<file path="src/rtl/kumc_pkg.sv">
// Package for the keypad unlock and menu cursor core.
// Holds the shared constants, action codes, register indexes and queue types.
// Has no dependencies.
package kumc_pkg;

  localparam int unsigned ScanWidth     = 32;
  localparam int unsigned KeyWidth      = 5;
  localparam int unsigned CountWidth    = 8;
  localparam int unsigned HlWidth       = 4;
  localparam int unsigned CfgIdxWidth   = 4;
  localparam int unsigned CfgDataWidth  = 8;
  localparam int unsigned QueueDepth    = 4;

  localparam int unsigned DefRows       = 8;
  localparam int unsigned DefColumns    = 4;
  localparam int unsigned DefWindowRows = 4;

  localparam logic [KeyWidth-1:0] SeqA = 5'd6;
  localparam logic [KeyWidth-1:0] SeqB = 5'd15;
  localparam logic [KeyWidth-1:0] SeqC = 5'd14;
  localparam logic [KeyWidth-1:0] SeqD = 5'd7;
  localparam logic [KeyWidth-1:0] SeqE = 5'd8;

  localparam logic [KeyWidth-1:0] KeyExit  = 5'd0;
  localparam logic [KeyWidth-1:0] KeyCodec = 5'd1;

  localparam logic [CfgIdxWidth-1:0] CfgItemCount = 4'd0;
  localparam logic [CfgIdxWidth-1:0] CfgKeyUp     = 4'd1;
  localparam logic [CfgIdxWidth-1:0] CfgKeyDown   = 4'd2;
  localparam logic [CfgIdxWidth-1:0] CfgKeySelect = 4'd3;

  localparam logic [CountWidth-1:0] ItemCountReset = 8'd8;
  localparam logic [KeyWidth-1:0]   KeyUpReset     = 5'd0;
  localparam logic [KeyWidth-1:0]   KeyDownReset   = 5'd1;
  localparam logic [KeyWidth-1:0]   KeySelectReset = 5'd2;

  typedef enum logic [3:0] {
    ActNone   = 4'd0,
    ActExit   = 4'd1,
    ActCodec  = 4'd2,
    ActOne    = 4'd3,
    ActAll    = 4'd4,
    ActEnter  = 4'd5,
    ActUp     = 4'd6,
    ActDown   = 4'd7,
    ActLaunch = 4'd8
  } action_e;

  typedef struct packed {
    logic [KeyWidth-1:0] key;
    logic                last;
  } key_entry_t;

  typedef struct packed {
    logic [CountWidth-1:0] item_count;
    logic [KeyWidth-1:0]   key_up;
    logic [KeyWidth-1:0]   key_down;
    logic [KeyWidth-1:0]   key_select;
  } cfg_t;

endpackage

</file>
<file path="src/rtl/kumc_front.sv">
// Front end: takes a scan, finds newly pressed keys and issues them in ascending order.
// Depends on kumc_pkg.
module kumc_front #(
  parameter int unsigned ROWS    = kumc_pkg::DefRows,
  parameter int unsigned COLUMNS = kumc_pkg::DefColumns
) (
  input  logic                                clk_i,
  input  logic                                rst_ni,
  input  logic                                in_valid_i,
  output logic                                in_ready_o,
  input  logic [kumc_pkg::ScanWidth-1:0]      scan_bits_i,
  input  logic                                full_i,
  output logic                                push_o,
  output kumc_pkg::key_entry_t                push_entry_o
);

  localparam int unsigned KeyTotal =
    (ROWS * COLUMNS > kumc_pkg::ScanWidth) ? kumc_pkg::ScanWidth : ROWS * COLUMNS;
  localparam logic [kumc_pkg::ScanWidth:0] MaskWide =
    ({{kumc_pkg::ScanWidth{1'b0}}, 1'b1} << KeyTotal) - 1;
  localparam logic [kumc_pkg::ScanWidth-1:0] ScanMask = MaskWide[kumc_pkg::ScanWidth-1:0];

  logic [kumc_pkg::ScanWidth-1:0] held_q, held_d;
  logic [kumc_pkg::ScanWidth-1:0] pending_q, pending_d;
  logic [kumc_pkg::ScanWidth-1:0] scan_masked;
  logic [kumc_pkg::ScanWidth-1:0] low_bit;
  logic [kumc_pkg::ScanWidth-1:0] rest;
  logic [kumc_pkg::KeyWidth-1:0]  low_idx;
  logic                           accept;

  assign in_ready_o  = (pending_q == '0);
  assign accept      = in_valid_i && in_ready_o;
  assign scan_masked = scan_bits_i & ScanMask;
  assign low_bit     = pending_q & (~pending_q + 1'b1);
  assign rest        = pending_q & ~low_bit;
  assign push_o      = !in_ready_o && !full_i;

  always_comb begin
    low_idx = '0;
    for (int i = 0; i < kumc_pkg::ScanWidth; i++) begin
      if (low_bit[i]) begin
        low_idx = low_idx | kumc_pkg::KeyWidth'(i);
      end
    end
  end

  assign push_entry_o.key  = low_idx;
  assign push_entry_o.last = (rest == '0);

  always_comb begin
    held_d    = held_q;
    pending_d = pending_q;
    if (accept) begin
      held_d    = scan_masked;
      pending_d = scan_masked & ~held_q;
    end else if (push_o) begin
      pending_d = rest;
    end
  end

  always_ff @(posedge clk_i or negedge rst_ni) begin
    if (!rst_ni) begin
      held_q    <= '0;
      pending_q <= '0;
    end else begin
      held_q    <= held_d;
      pending_q <= pending_d;
    end
  end

endmodule

</file>
<file path="src/rtl/kumc_queue.sv">
// Short request queue between the front end and the back end.
// Depends on kumc_pkg.
module kumc_queue (
  input  logic                 clk_i,
  input  logic                 rst_ni,
  input  logic                 push_i,
  input  kumc_pkg::key_entry_t entry_i,
  output logic                 full_o,
  input  logic                 pop_i,
  output logic                 valid_o,
  output kumc_pkg::key_entry_t entry_o
);

  localparam int unsigned PtrWidth = $clog2(kumc_pkg::QueueDepth);

  kumc_pkg::key_entry_t mem_q [kumc_pkg::QueueDepth];
  logic [PtrWidth-1:0] wr_ptr_q, wr_ptr_d;
  logic [PtrWidth-1:0] rd_ptr_q, rd_ptr_d;
  logic [PtrWidth:0]   count_q, count_d;
  logic                do_push;
  logic                do_pop;

  assign full_o  = (count_q == (PtrWidth+1)'(kumc_pkg::QueueDepth));
  assign valid_o = (count_q != '0);
  assign entry_o = mem_q[rd_ptr_q];
  assign do_push = push_i && !full_o;
  assign do_pop  = pop_i && valid_o;

  always_comb begin
    wr_ptr_d = wr_ptr_q;
    rd_ptr_d = rd_ptr_q;
    count_d  = count_q;
    if (do_push) begin
      wr_ptr_d = (wr_ptr_q == PtrWidth'(kumc_pkg::QueueDepth - 1)) ? '0 : wr_ptr_q + 1'b1;
    end
    if (do_pop) begin
      rd_ptr_d = (rd_ptr_q == PtrWidth'(kumc_pkg::QueueDepth - 1)) ? '0 : rd_ptr_q + 1'b1;
    end
    if (do_push && !do_pop) begin
      count_d = count_q + 1'b1;
    end else if (do_pop && !do_push) begin
      count_d = count_q - 1'b1;
    end
  end

  always_ff @(posedge clk_i) begin
    if (do_push) begin
      mem_q[wr_ptr_q] <= entry_i;
    end
  end

  always_ff @(posedge clk_i or negedge rst_ni) begin
    if (!rst_ni) begin
      wr_ptr_q <= '0;
      rd_ptr_q <= '0;
      count_q  <= '0;
    end else begin
      wr_ptr_q <= wr_ptr_d;
      rd_ptr_q <= rd_ptr_d;
      count_q  <= count_d;
    end
  end

endmodule

</file>
<file path="src/rtl/kumc_back.sv">
// Back end: runs the unlock sequence, select mode and menu cursor for each key request.
// Depends on kumc_pkg; drives the registered result outputs.
module kumc_back #(
  parameter int unsigned WINDOW_ROWS = kumc_pkg::DefWindowRows
) (
  input  logic                               clk_i,
  input  logic                               rst_ni,
  input  kumc_pkg::cfg_t                     cfg_i,
  input  logic                               q_valid_i,
  input  kumc_pkg::key_entry_t               q_entry_i,
  output logic                               pop_o,
  output logic                               out_valid_o,
  input  logic                               out_ready_i,
  output logic [kumc_pkg::KeyWidth-1:0]      key_index_o,
  output logic [3:0]                         action_o,
  output logic [kumc_pkg::CountWidth-1:0]    image_index_o,
  output logic [kumc_pkg::CountWidth-1:0]    cursor_o,
  output logic [kumc_pkg::HlWidth-1:0]       highlight_row_o,
  output logic [kumc_pkg::CountWidth-1:0]    window_top_o,
  output logic                               last_o
);

  localparam logic [kumc_pkg::HlWidth:0] HlMax = (kumc_pkg::HlWidth+1)'(WINDOW_ROWS - 1);

  logic [2:0]                      step_q, step_d;
  logic                            select_q, select_d;
  logic [kumc_pkg::CountWidth-1:0] cursor_q, cursor_d;
  logic [kumc_pkg::HlWidth-1:0]    hl_q, hl_d;
  logic [kumc_pkg::CountWidth-1:0] top_q, top_d;
  logic                            out_valid_q, out_valid_d;
  kumc_pkg::action_e               act;
  logic [kumc_pkg::CountWidth-1:0] image;
  logic                            done;
  logic [kumc_pkg::KeyWidth-1:0]   key;
  logic [kumc_pkg::CountWidth:0]   key_wide;
  logic [kumc_pkg::CountWidth:0]   count_plus_one;
  logic [kumc_pkg::CountWidth:0]   cursor_plus_one;

  logic [kumc_pkg::KeyWidth-1:0]   key_index_q;
  kumc_pkg::action_e               action_q;
  logic [kumc_pkg::CountWidth-1:0] image_q;
  logic                            last_q;

  assign key             = q_entry_i.key;
  assign key_wide        = {{(kumc_pkg::CountWidth+1-kumc_pkg::KeyWidth){1'b0}}, key};
  assign count_plus_one  = {1'b0, cfg_i.item_count} + 1'b1;
  assign cursor_plus_one = {1'b0, cursor_q} + 1'b1;
  assign pop_o           = q_valid_i && (!out_valid_q || out_ready_i);

  always_comb begin
    step_d   = step_q;
    select_d = select_q;
    cursor_d = cursor_q;
    hl_d     = hl_q;
    top_d    = top_q;
    act      = kumc_pkg::ActNone;
    image    = '0;
    done     = 1'b0;
    if (select_q) begin
      if (key == kumc_pkg::KeyExit) begin
        select_d = 1'b0;
        act      = kumc_pkg::ActExit;
      end else if (key == kumc_pkg::KeyCodec) begin
        act = kumc_pkg::ActCodec;
      end else if (key_wide <= count_plus_one) begin
        act   = kumc_pkg::ActOne;
        image = key_wide[kumc_pkg::CountWidth-1:0] - 2'd2;
      end else begin
        act      = kumc_pkg::ActAll;
        step_d   = '0;
        select_d = 1'b0;
      end
    end else begin
      if (key == kumc_pkg::SeqA) begin
        step_d = (step_q == 3'd0) ? 3'd1 : 3'd0;
      end else if (key == kumc_pkg::SeqB) begin
        step_d = (step_q == 3'd1) ? 3'd2 : 3'd0;
      end else if (key == kumc_pkg::SeqC) begin
        step_d = (step_q == 3'd2) ? 3'd3 : 3'd0;
      end else if (key == kumc_pkg::SeqD) begin
        step_d = (step_q == 3'd3) ? 3'd4 : 3'd0;
      end else if (key == kumc_pkg::SeqE) begin
        done   = (step_q == 3'd4);
        step_d = 3'd0;
      end

      if (key == cfg_i.key_up) begin
        if (cursor_q != '0) begin
          cursor_d = cursor_q - 1'b1;
          if (hl_q != '0) begin
            hl_d = hl_q - 1'b1;
          end else begin
            top_d = top_q - 1'b1;
          end
        end
        act = kumc_pkg::ActUp;
      end else if (key == cfg_i.key_down) begin
        if (cursor_plus_one < {1'b0, cfg_i.item_count}) begin
          cursor_d = cursor_q + 1'b1;
          if ({1'b0, hl_q} < HlMax) begin
            hl_d = hl_q + 1'b1;
          end else begin
            top_d = top_q + 1'b1;
          end
        end
        act = kumc_pkg::ActDown;
      end else if (key == cfg_i.key_select) begin
        act = kumc_pkg::ActLaunch;
      end

      if (done) begin
        select_d = 1'b1;
        act      = kumc_pkg::ActEnter;
      end
    end
  end

  always_comb begin
    out_valid_d = out_valid_q;
    if (pop_o) begin
      out_valid_d = 1'b1;
    end else if (out_ready_i) begin
      out_valid_d = 1'b0;
    end
  end

  always_ff @(posedge clk_i or negedge rst_ni) begin
    if (!rst_ni) begin
      step_q      <= '0;
      select_q    <= 1'b0;
      cursor_q    <= '0;
      hl_q        <= '0;
      top_q       <= '0;
      out_valid_q <= 1'b0;
    end else begin
      out_valid_q <= out_valid_d;
      if (pop_o) begin
        step_q   <= step_d;
        select_q <= select_d;
        cursor_q <= cursor_d;
        hl_q     <= hl_d;
        top_q    <= top_d;
      end
    end
  end

  always_ff @(posedge clk_i) begin
    if (pop_o) begin
      key_index_q <= key;
      action_q    <= act;
      image_q     <= image;
      last_q      <= q_entry_i.last;
    end
  end

  assign out_valid_o     = out_valid_q;
  assign key_index_o     = key_index_q;
  assign action_o        = action_q;
  assign image_index_o   = image_q;
  assign cursor_o        = cursor_q;
  assign highlight_row_o = hl_q;
  assign window_top_o    = top_q;
  assign last_o          = last_q;

endmodule

</file>
<file path="src/rtl/keypad_unlock_and_menu_cursor_core.sv">
// Keypad unlock and menu cursor core: top level with configuration registers.
// Path: a scan's new keys pass the front end's pending register, the queue and the result registers.
// Throughput: one key result per cycle unless the output or queue stalls; the front end
// takes no new scan until it has issued all new presses (up to 32) of the last one.
// Reset: asynchronous, active low; clears held keys, sequence, mode, cursor and registers.
// Depends on kumc_pkg, kumc_front, kumc_queue and kumc_back.
module keypad_unlock_and_menu_cursor_core #(
  parameter int unsigned ROWS        = kumc_pkg::DefRows,
  parameter int unsigned COLUMNS     = kumc_pkg::DefColumns,
  parameter int unsigned WINDOW_ROWS = kumc_pkg::DefWindowRows
) (
  input  logic                                 clk_i,
  input  logic                                 rst_ni,
  input  logic                                 cfg_valid_i,
  output logic                                 cfg_ready_o,
  input  logic [kumc_pkg::CfgIdxWidth-1:0]     cfg_index_i,
  input  logic [kumc_pkg::CfgDataWidth-1:0]    cfg_data_i,
  input  logic                                 in_valid_i,
  output logic                                 in_ready_o,
  input  logic [kumc_pkg::ScanWidth-1:0]       scan_bits_i,
  output logic                                 out_valid_o,
  input  logic                                 out_ready_i,
  output logic [kumc_pkg::KeyWidth-1:0]        key_index_o,
  output logic [3:0]                           action_o,
  output logic [kumc_pkg::CountWidth-1:0]      image_index_o,
  output logic [kumc_pkg::CountWidth-1:0]      cursor_o,
  output logic [kumc_pkg::HlWidth-1:0]         highlight_row_o,
  output logic [kumc_pkg::CountWidth-1:0]      window_top_o,
  output logic                                 last_o
);

  kumc_pkg::cfg_t       cfg_q, cfg_d;
  kumc_pkg::key_entry_t push_entry;
  kumc_pkg::key_entry_t pop_entry;
  logic                 push;
  logic                 full;
  logic                 pop;
  logic                 q_valid;

  assign cfg_ready_o = 1'b1;

  always_comb begin
    cfg_d = cfg_q;
    if (cfg_valid_i) begin
      case (cfg_index_i)
        kumc_pkg::CfgItemCount: cfg_d.item_count = cfg_data_i;
        kumc_pkg::CfgKeyUp:     cfg_d.key_up     = cfg_data_i[kumc_pkg::KeyWidth-1:0];
        kumc_pkg::CfgKeyDown:   cfg_d.key_down   = cfg_data_i[kumc_pkg::KeyWidth-1:0];
        kumc_pkg::CfgKeySelect: cfg_d.key_select = cfg_data_i[kumc_pkg::KeyWidth-1:0];
        default:                cfg_d = cfg_q;
      endcase
    end
  end

  always_ff @(posedge clk_i or negedge rst_ni) begin
    if (!rst_ni) begin
      cfg_q.item_count <= kumc_pkg::ItemCountReset;
      cfg_q.key_up     <= kumc_pkg::KeyUpReset;
      cfg_q.key_down   <= kumc_pkg::KeyDownReset;
      cfg_q.key_select <= kumc_pkg::KeySelectReset;
    end else begin
      cfg_q <= cfg_d;
    end
  end

  kumc_front #(
    .ROWS    (ROWS),
    .COLUMNS (COLUMNS)
  ) u_front (
    .clk_i        (clk_i),
    .rst_ni       (rst_ni),
    .in_valid_i   (in_valid_i),
    .in_ready_o   (in_ready_o),
    .scan_bits_i  (scan_bits_i),
    .full_i       (full),
    .push_o       (push),
    .push_entry_o (push_entry)
  );

  kumc_queue u_queue (
    .clk_i   (clk_i),
    .rst_ni  (rst_ni),
    .push_i  (push),
    .entry_i (push_entry),
    .full_o  (full),
    .pop_i   (pop),
    .valid_o (q_valid),
    .entry_o (pop_entry)
  );

  kumc_back #(
    .WINDOW_ROWS (WINDOW_ROWS)
  ) u_back (
    .clk_i           (clk_i),
    .rst_ni          (rst_ni),
    .cfg_i           (cfg_q),
    .q_valid_i       (q_valid),
    .q_entry_i       (pop_entry),
    .pop_o           (pop),
    .out_valid_o     (out_valid_o),
    .out_ready_i     (out_ready_i),
    .key_index_o     (key_index_o),
    .action_o        (action_o),
    .image_index_o   (image_index_o),
    .cursor_o        (cursor_o),
    .highlight_row_o (highlight_row_o),
    .window_top_o    (window_top_o),
    .last_o          (last_o)
  );

  a_window_consistent: assert property (@(posedge clk_i) disable iff (!rst_ni)
    out_valid_o |-> cursor_o == window_top_o + {4'b0, highlight_row_o})
    else $error("Cursor does not match window top plus highlight row.");

  a_highlight_in_window: assert property (@(posedge clk_i) disable iff (!rst_ni)
    out_valid_o |-> {1'b0, highlight_row_o} < (kumc_pkg::HlWidth+1)'(WINDOW_ROWS))
    else $error("Highlight row lies outside the visible window.");

  a_image_only_for_one: assert property (@(posedge clk_i) disable iff (!rst_ni)
    (out_valid_o && action_o != kumc_pkg::ActOne) |-> image_index_o == '0)
    else $error("Image index is set for an action other than one image.");

endmodule

</file>
<file path="config.mk">
export PLATFORM = sky130hd
export DESIGN_NAME = keypad_unlock_and_menu_cursor_core
export DESIGN_NICKNAME = d
export VERILOG_FILES = /design/src/rtl/kumc_pkg.sv /design/src/rtl/kumc_front.sv /design/src/rtl/kumc_queue.sv /design/src/rtl/kumc_back.sv /design/src/rtl/keypad_unlock_and_menu_cursor_core.sv
export SDC_FILE = /design/constraint.sdc
export NUM_CORES = 1
export LEC_CHECK = 0
export ABC_AREA = 1
export BUFFER_PORTS_ARGS = -buffer_cell sky130_fd_sc_hd__buf_2
export CAP_MARGIN = 20
export CELL_PAD_IN_SITES_DETAIL_PLACEMENT = 2
export CELL_PAD_IN_SITES_GLOBAL_PLACEMENT = 2
export CORE_MARGIN = 3
export CORE_UTILIZATION = 35
export CTS_BUF_LIST = sky130_fd_sc_hd__clkbuf_2 sky130_fd_sc_hd__clkbuf_4 sky130_fd_sc_hd__clkbuf_8
export DETAILED_ROUTE_END_ITERATION = 7
export PLACE_DENSITY_LB_ADDON = 0.15
export SETUP_SLACK_MARGIN = 0.2
export SYNTH_ARGS = -nofsm -noshare
export SYNTH_HDL_FRONTEND = slang
export SYNTH_SLANG_ARGS = --single-unit
</file>
<file path="constraint.sdc">
create_clock -name clk_i -period 3.1 [get_ports clk_i]
set_input_delay 0.155 -clock clk_i [delete_from_list [all_inputs] [get_ports clk_i]]
set_output_delay 0.155 -clock clk_i [all_outputs]
set_load 0.1 [all_outputs]
</file>
==> results of run 1 <==
sequential cells by signal, summed over array words and instances, names as in the netlist:
| register | count |
|---|---|
| u_front.held_q | 32 |
| u_front.pending_q | 32 |
| u_queue.mem_q | 24 |
| cfg_q | 23 |
| u_back.cursor_o | 8 |
| u_back.window_top_o | 8 |
| u_back.image_index_o | 6 |
| u_back.key_index_o | 5 |
| u_back.action_o | 4 |
| u_back.highlight_row_o | 4 |
| u_back.step_q | 3 |
| u_queue.count_q | 3 |
| u_queue.rd_ptr_q | 2 |
| u_queue.wr_ptr_q | 2 |
| u_back.last_o | 1 |
| u_back.out_valid_o | 1 |
| u_back.select_q | 1 |
repair_timing:
item | 4_1_cts | 5_1_grt
hold buffers | 39 | 0
resized for setup | 8 | 52
endpoints found under the hold margin | 103 | 0
buffers inserted | 1 | 19
endpoints found under the setup margin | 9 | 39
pin swaps | 0 | 8
gates cloned | 0 | 2
layout by cell type, fill, tap and decap left out, drive strengths merged, types with 2 or more instances in the layout:
master / count
fa: 4
ha: 36
nor3: 19
o22ai: 2
o21a: 2
edfxtp: 40
o21ai: 143
o211ai: 4
a31oi: 4
buf: 134
bufinv: 3
nand3b: 4
nand3: 91
dfrtp: 116
dlygate4sd3: 39
clkinvlp: 2
nand4: 19
nor2: 104
dfstp: 3
xnor2: 9
nand2: 365
xor2: 18
clkinv: 8
inv: 153
clkbuf: 20
a21oi: 27
routing by layer:
layer / track usage / share of wire / vias to the layer above / wire length, um
met5: 0 / 0 / - / 0
met3: 0.02555 / 0.015 / 21 / 454
met1: 0.2487 / 0.42 / 4366 / 13050
met4: 0.04303 / 0.0097 / 0 / 300
li1: - / - / 4221 / -
met2: 0.4192 / 0.55 / 89 / 17000
cell usage after synthesis (all sizes together):
library cell  count
mux2              1
a31oi             4
a21oi            27
and2              1
xor2             18
o21bai            1
a22oi             1
a211oi            1
conb              1
nor3b             1
fa                4
nand3b            4
buf              17
clkinv            3
or2               1
dfstp             3
xnor2             9
ha               36
o31ai             1
o22ai             2
dfrtp           116
clkbuf            8
and3              1
edfxtp           40
nor2            104
o21ai           143
o21a              2
nand3            91
nand4            19
nor3             19
nand2           365
inv             149
o211ai            4
worst reg2reg max path: cells and delay by family (launching register included):
| family | cells | cell delay [ns] |
|---|---|---|
| AOI/OAI and AO/OA | 3 | 0.41 |
| xor gates and xnor gates | 1 | 0.13 |
| adders and majority gates | 1 | 0.30 |
| buffers and inverters | 4 | 0.40 |
| DFF | 1 | 0.46 |
| and+or+nand+nor | 11 | 1.09 |
stage by stage:
stage	utilization	cell area [um2]	instances	hold WS, ns	setup WS, ns
finish	0.4407	11610	1714	0.03891	0.2546
floorplan	-	9470	1197	-0.1406	0.2366
global route	0.4407	11610	1714	0.06445	0.05115
global placement	0.3942	10390	1621	0.2490	0.2313
CTS	0.4270	11250	1693	0.01126	0.2108
detailed placement	0.3942	10390	1621	0.2528	0.07425
area by class of cell:
class	instances	area (um2)	share of cell area
multi-input cells	861	4695	0.4042
inverters	152	593.1	0.05107
clock inverters	13	177.7	0.01530
flip-flops and latches	159	4194	0.3611
clock buffers	19	261.5	0.02252
well taps	335	419.2	0.03609
repair inverters	1	5.005	0.0004309
repair buffers	174	1269	0.1092
worst max path at each step:
stage	endpoint	slack, ns	cells past startpoint
global route	u_back.window_top_o[6]$_DFFE_PN0P_	0.05	20
detailed placement	u_back.cursor_o[6]$_DFFE_PN0P_	0.07	20
CTS	u_back.window_top_o[6]$_DFFE_PN0P_	0.21	19
floorplan	u_queue.count_q[1]$_DFFE_PN0P_	0.24	12
finish	u_back.window_top_o[6]$_DFFE_PN0P_	0.25	20
global placement	u_back.cursor_o[6]$_DFFE_PN0P_	0.23	20
cells by family after synthesis:
family / synth area share
buffers and inverters: 0.07878
xor gates and xnor gates: 0.02498
AOI/OAI and AO/OA: 0.1068
muxes: 0.001190
adders and majority gates: 0.05605
DFF: 0.4419
and+or+nand+nor: 0.2899
other: 0.0003962
==> results by group, run 1 <==
Global route
  – Initial antenna violation count: 0
  – Largest net degree at the start of global routing: about 70
  – Vias in the first global route: 9581
  – First-pass GRT wire length: around 50 mm
  – Total grt overflow: 0
  – GRT Total Usage: 0.2138

Synthesis
  – Post-Syn Instances: 1197
  – Yosys reg bits: 159
  – Sequential share of the synthesized area: 0.4419
  – Synth Warn #: 0
  – Syn_nets: 1286
  – Largest cells by area after synthesis: dfrtp_1, nand2_1, edfxtp_1, o21ai_0, inv_1
  – Area share of the largest cell type after synthesis: 0.3067
  – Cell taking the most area after synthesis: dfrtp_1
  – Post-synthesis cell type count: 50
  – Cell Area, Synth: 0.009465 mm2
  – Syn Area/Cell: between 7 and 8 um2

Timing
  – Highest Clock Rate: 351.4 MHz
  – Final hold violations: 0
  – Worst slew margin: 0.5101
  – Worst Max-Slew Pin Slew: approximately 0.73 ns
  – Final TNS setup: 0 ns
  – Clock Skew: 0.01928 ns
  – Max Slew Vio Count: 0
  – Final worst path period need: around 2.8 ns
  – Tcrit/Tclk final: 0.9179
  – Final Setup Violations: 0
  – RSZ-0062 raised after global routing: true

Routing
  – DR iter-0 viols: 361
  – DR WL/cell: 17.97 um
  – DR DRC count: 0
  – Vias after detailed routing: 8697
  – Vias per cell: just over 5
  – Pre-antenna DRT Iters: 4
  – Final ANT Viol Nets: 0
  – WL final: 30.80 mm

Finish
  – Share of cells above drive strength 1: 0.2045
  – N_diodes: 0
  – Fill cells: 3056
  – Area Growth Syn to Fin: 22.70%
  – Nets: between 1000 and 1500

Critical path
  – Reg2Reg Capture Point: u_back.window_top_o[6]$_DFFE_PN0P_
  – Crit path max-delay family: simple AND/OR/NAND/NOR gates
  – Depth of the most critical reg-to-reg path: 20
  – Reg-to-reg startpoint: u_queue.rd_ptr_q[0]$_DFFE_PN0P_
  – CP startpoint: u_queue.rd_ptr_q[0]$_DFFE_PN0P_
  – Crit path kind: register to register
  – Reg2reg setup slack: 0.25 ns
  – Buffers & Inverters on Critical Path: 4
  – CP startpoint kind: register
  – Crit end category: register
  – CP dominant cell by count: nand2_1
  – Worst path max stage delay: 0.46 ns
  – CP Data Required Time: between 3 and 4 ns
  – CP max FO: 8
  – Critical path arrival: roughly 3.2 ns
  – Crit-path cells: clkinv_4 -> nand2_1 -> nand3_1 -> nand2_2 -> inv_2 -> nand2_1 -> nand2_2 -> nor2_8 -> nand2_8 -> inv_4 -> buf_12 -> ha_2 -> a21oi_1 -> o21ai_1 -> a21oi_1 -> nor2_1 -> nor2_1 -> xnor2_1 -> nand3_1 -> nand2_1
  – Slowest-stage cell, CP: dfrtp_2

Place
  – Port Buffers: 88
  – DP HPWL: 22.66 mm
  – RD Place Congestion: approximately 0.82

Floorplan
  – CORE AREA: 0.02635 mm2
  – Initial core utilization: 0.3592
  – I/O Pins: 90
  – Row count: 59
  – Chip height: 170.5 um
  – DIE AREA: 0.02905 mm2
  – DIE WIDTH: roughly 170 um

Worst hold path
  – HP Start: cfg_data_i[4]
  – WHS Endpoint: cfg_q[4]$_DFFE_PN0P_
  – Worst hold-check path type: input port to register
  – Worst hold stages: 3

CTS
  – TritonCTS clock tree: built
  – CTS Buf Count: 17
  – H-Tree Depth: 4
  – Worst-path clk slew: 0.10 ns
  – Latest clock arrival within the worst-skew pair: 0.46 ns
  – CTS Sinks: approximately 160
  – Clock Tree Buf Depth: 2
  – CTS root buffer: clkbuf_8

Outcome
  – Status: completed

Flow run
  – Max-cap violations: 0
Power of run 1 is left out: the tool's default activity adds up to more than one toggle a clock period on the data nets, which glitch-free logic cannot reach.
==> run 2, diff against run 1 <==
GPL_TIMING_DRIVEN = 0   (was unset)
==> results by group, run 2 (synthesis gave the netlist of run 1 again) <==
Worst hold path
  – HP Start: cfg_data_i[0]
  – Worst hold stages: 3 (unchanged)
  – WHS Endpoint: cfg_q[5]$_DFFE_PN1P_
  – Worst hold-check path type: input port to register

Place
  – Placed Area: 0.01038 mm2 (about the same)
  – Port Buffers: 88 (unchanged)
  – DP HPWL: 22.53 mm (-0.57%)
  – RD Place Congestion: 0.8191 (+0.24%)

Critical path
  – Crit path kind: register to register
  – Crit end category: register
  – Reg-to-reg startpoint: u_queue.rd_ptr_q[0]$_DFFE_PN0P_
  – Critical path arrival: 3.35 ns (+0.11 ns)
  – CP Data Required Time: 3.49 ns (about the same)
  – CP max FO: 8 (unchanged)
  – Reg2reg setup slack: 0.14 ns (-0.12 ns)
  – Reg2Reg Capture Point: u_back.window_top_o[7]$_DFFE_PN0P_
  – CP startpoint: u_queue.rd_ptr_q[0]$_DFFE_PN0P_
  – Depth of the most critical reg-to-reg path: 23 (+15%)
  – CP startpoint kind: register

CTS
  – Clock Tree Buf Depth: 2 (unchanged)
  – CTS Buf Count: 17 (unchanged)
  – H-Tree Depth: 4 (unchanged)
  – CTS root buffer: clkbuf_8
  – TritonCTS clock tree: built
  – Latest clock arrival within the worst-skew pair: 0.49 ns (+0.03 ns)
  – CTS Sinks: 159 (unchanged)
  – Worst-path clk slew: 0.12 ns (+0.02 ns)

Global route
  – GR met1 Demand/Resource: 0.2697 (+0.02096)
  – First-pass GRT wire length: 51.79 mm (+4.0%)
  – GRT met2 Usage: 0.4228 (+0.003639)
  – Initial antenna violation count: 0 (unchanged)
  – Total grt overflow: 0 (unchanged)
  – Vias in the first global route: 9723 (+1.5%)
  – GRT Total Usage: 0.2242 (+0.01037)
  – GR peak layer: met2
  – Met3 Usage GRT: 0.03043 (+0.004878)
  – Largest net degree at the start of global routing: 67 (-1.5%)

Finish
  – Fill cells: 2940 (-3.8%)
  – Commonest non-fill, non-tap cell in the layout: nand2_1
  – N_diodes: 0 (unchanged)
  – Area Growth Syn to Fin: 28.31%
  – Nets: 1483 (+1.9%)
  – Share of cells above drive strength 1: 0.2452 (+0.04071)
  – Largest registers: u_front.held_q: 32 flops, u_front.pending_q: 32 flops, u_queue.mem_q: 24 flops
  – Final Core Density: 0.4609 (+0.02018)
  – Leading cell types in the layout, fill and taps excluded: nand2_1, inv_1, o21ai_0
  – Design area: 0.01215 mm2 (+4.6%)

Routing
  – Vias per cell: 5.127 (+1.1%)
  – WL final: 34.29 mm (+11%)
  – DR iter-0 viols: 478 (+32%)
  – Final ANT Viol Nets: 0 (unchanged)
  – DR WL/cell: 19.69 um (+9.6%)
  – Vias after detailed routing: 8932 (+2.7%)
  – DR DRC count: 0 (unchanged)
  – Pre-antenna DRT Iters: 4 (unchanged)

Floorplan
  – I/O Pins: 90 (unchanged)
  – DIE AREA: 0.02905 mm2 (unchanged)
  – Chip height: 170.5 um (unchanged)
  – CORE AREA: 0.02635 mm2 (unchanged)
  – Row count: 59 (unchanged)
  – DIE WIDTH: 170.5 um (unchanged)
  – Initial core utilization: 0.3592 (unchanged)

Outcome
  – Status: completed

Timing
  – Max Slew Vio Count: 0 (unchanged)
  – Highest Clock Rate: 337.7 MHz (-3.9%)
  – RSZ-0062 raised after global routing: true
  – Worst slew margin: 0.3967 (-0.1134)
  – Hold Worst Slack: 0.004879 ns (-0.03403 ns)
  – Worst Max-Slew Pin Slew: 0.8973 ns (+0.1624 ns)
  – Final hold violations: 0 (unchanged)
  – Final Setup Violations: 0 (unchanged)
  – Tcrit/Tclk final: 0.9553 (+0.03747)
  – Final worst path period need: 2.962 ns (+0.1162 ns)
  – Clock Skew: 0.02650 ns (+0.007225 ns)

Flow run
  – Max-cap violations: 0 (unchanged)
run 2: routing by layer:
metal	vias up	wire length [um]
li1	4283	-
met5	-	0
met1	4469	14440
met4	0	693
met2	130	18450
met3	50	710
run 2: through the flow:
| stage | setup WS (ns) | TNS (ns) | std cells |
|---|---|---|---|
| 3_3_place_gp | -0.4682 | -9.928 | 1620 |
| 2_1_floorplan | 0.2366 | 0 | 1197 |
| 4_1_cts | 0.1644 | 0 | 1720 |
| 5_1_grt | -0.03465 | -0.06373 | 1742 |
| 6_report | 0.1384 | 0 | 1742 |
| 3_5_place_dp | -0.6106 | -4.353 | 1622 |
run 2: critical path: stages (launching register included):
cell and delay, ns:
dfrtp_2 0.48, inv_4 0.10, buf_12 0.14, nand2_4 0.05, nand3_4 0.09, nand2_4 0.08
nand2_4 0.08, nand2_4 0.05, nand2_4 0.08, nor2_8 0.05, nand2_4 0.08, clkinvlp_4 0.19
buf_8 0.20, buf_6 0.12, ha_4 0.16, a21oi_4 0.18, nand2_4 0.09, buf_12 0.13
a31oi_4 0.13, inv_1 0.06, nand2_1 0.07, nand2_1 0.07, nand3_1 0.10, nand2_1 0.05
run 2: worst max path at each step:
stage,to,slack [ns],cells after the start
5_1_grt,u_back.window_top_o[7]$_DFFE_PN0P_,-0.03,22
2_1_floorplan,u_queue.count_q[1]$_DFFE_PN0P_,0.24,12
3_5_place_dp,u_back.cursor_o[6]$_DFFE_PN0P_,-0.61,18
3_3_place_gp,u_back.cursor_o[6]$_DFFE_PN0P_,-0.47,18
6_report,u_back.window_top_o[7]$_DFFE_PN0P_,0.14,23
4_1_cts,u_back.cursor_o[6]$_DFFE_PN0P_,0.16,19
run 2: area by class of cell:
cell class,instances,area (um2),area share
multi-input cells,861,5055,0.4162
flip-flops and latches,159,4194,0.3453
repair buffers,178,1299,0.1069
inverters,152,593.1,0.04883
well taps,335,419.2,0.03451
clock buffers,17,234.0,0.01926
plain buffers,25,183.9,0.01514
clock inverters,15,167.7,0.01380
run 2: timing repair:
action                                 4_1_cts  5_1_grt
endpoints found under the hold margin      107        0
resized for setup                           21      112
buffers inserted                            28       22
setup endpoints to repair                   25       39
hold buffers                                38        0
pin swaps                                   11       51
Power of run 2 is left out for the same reason.
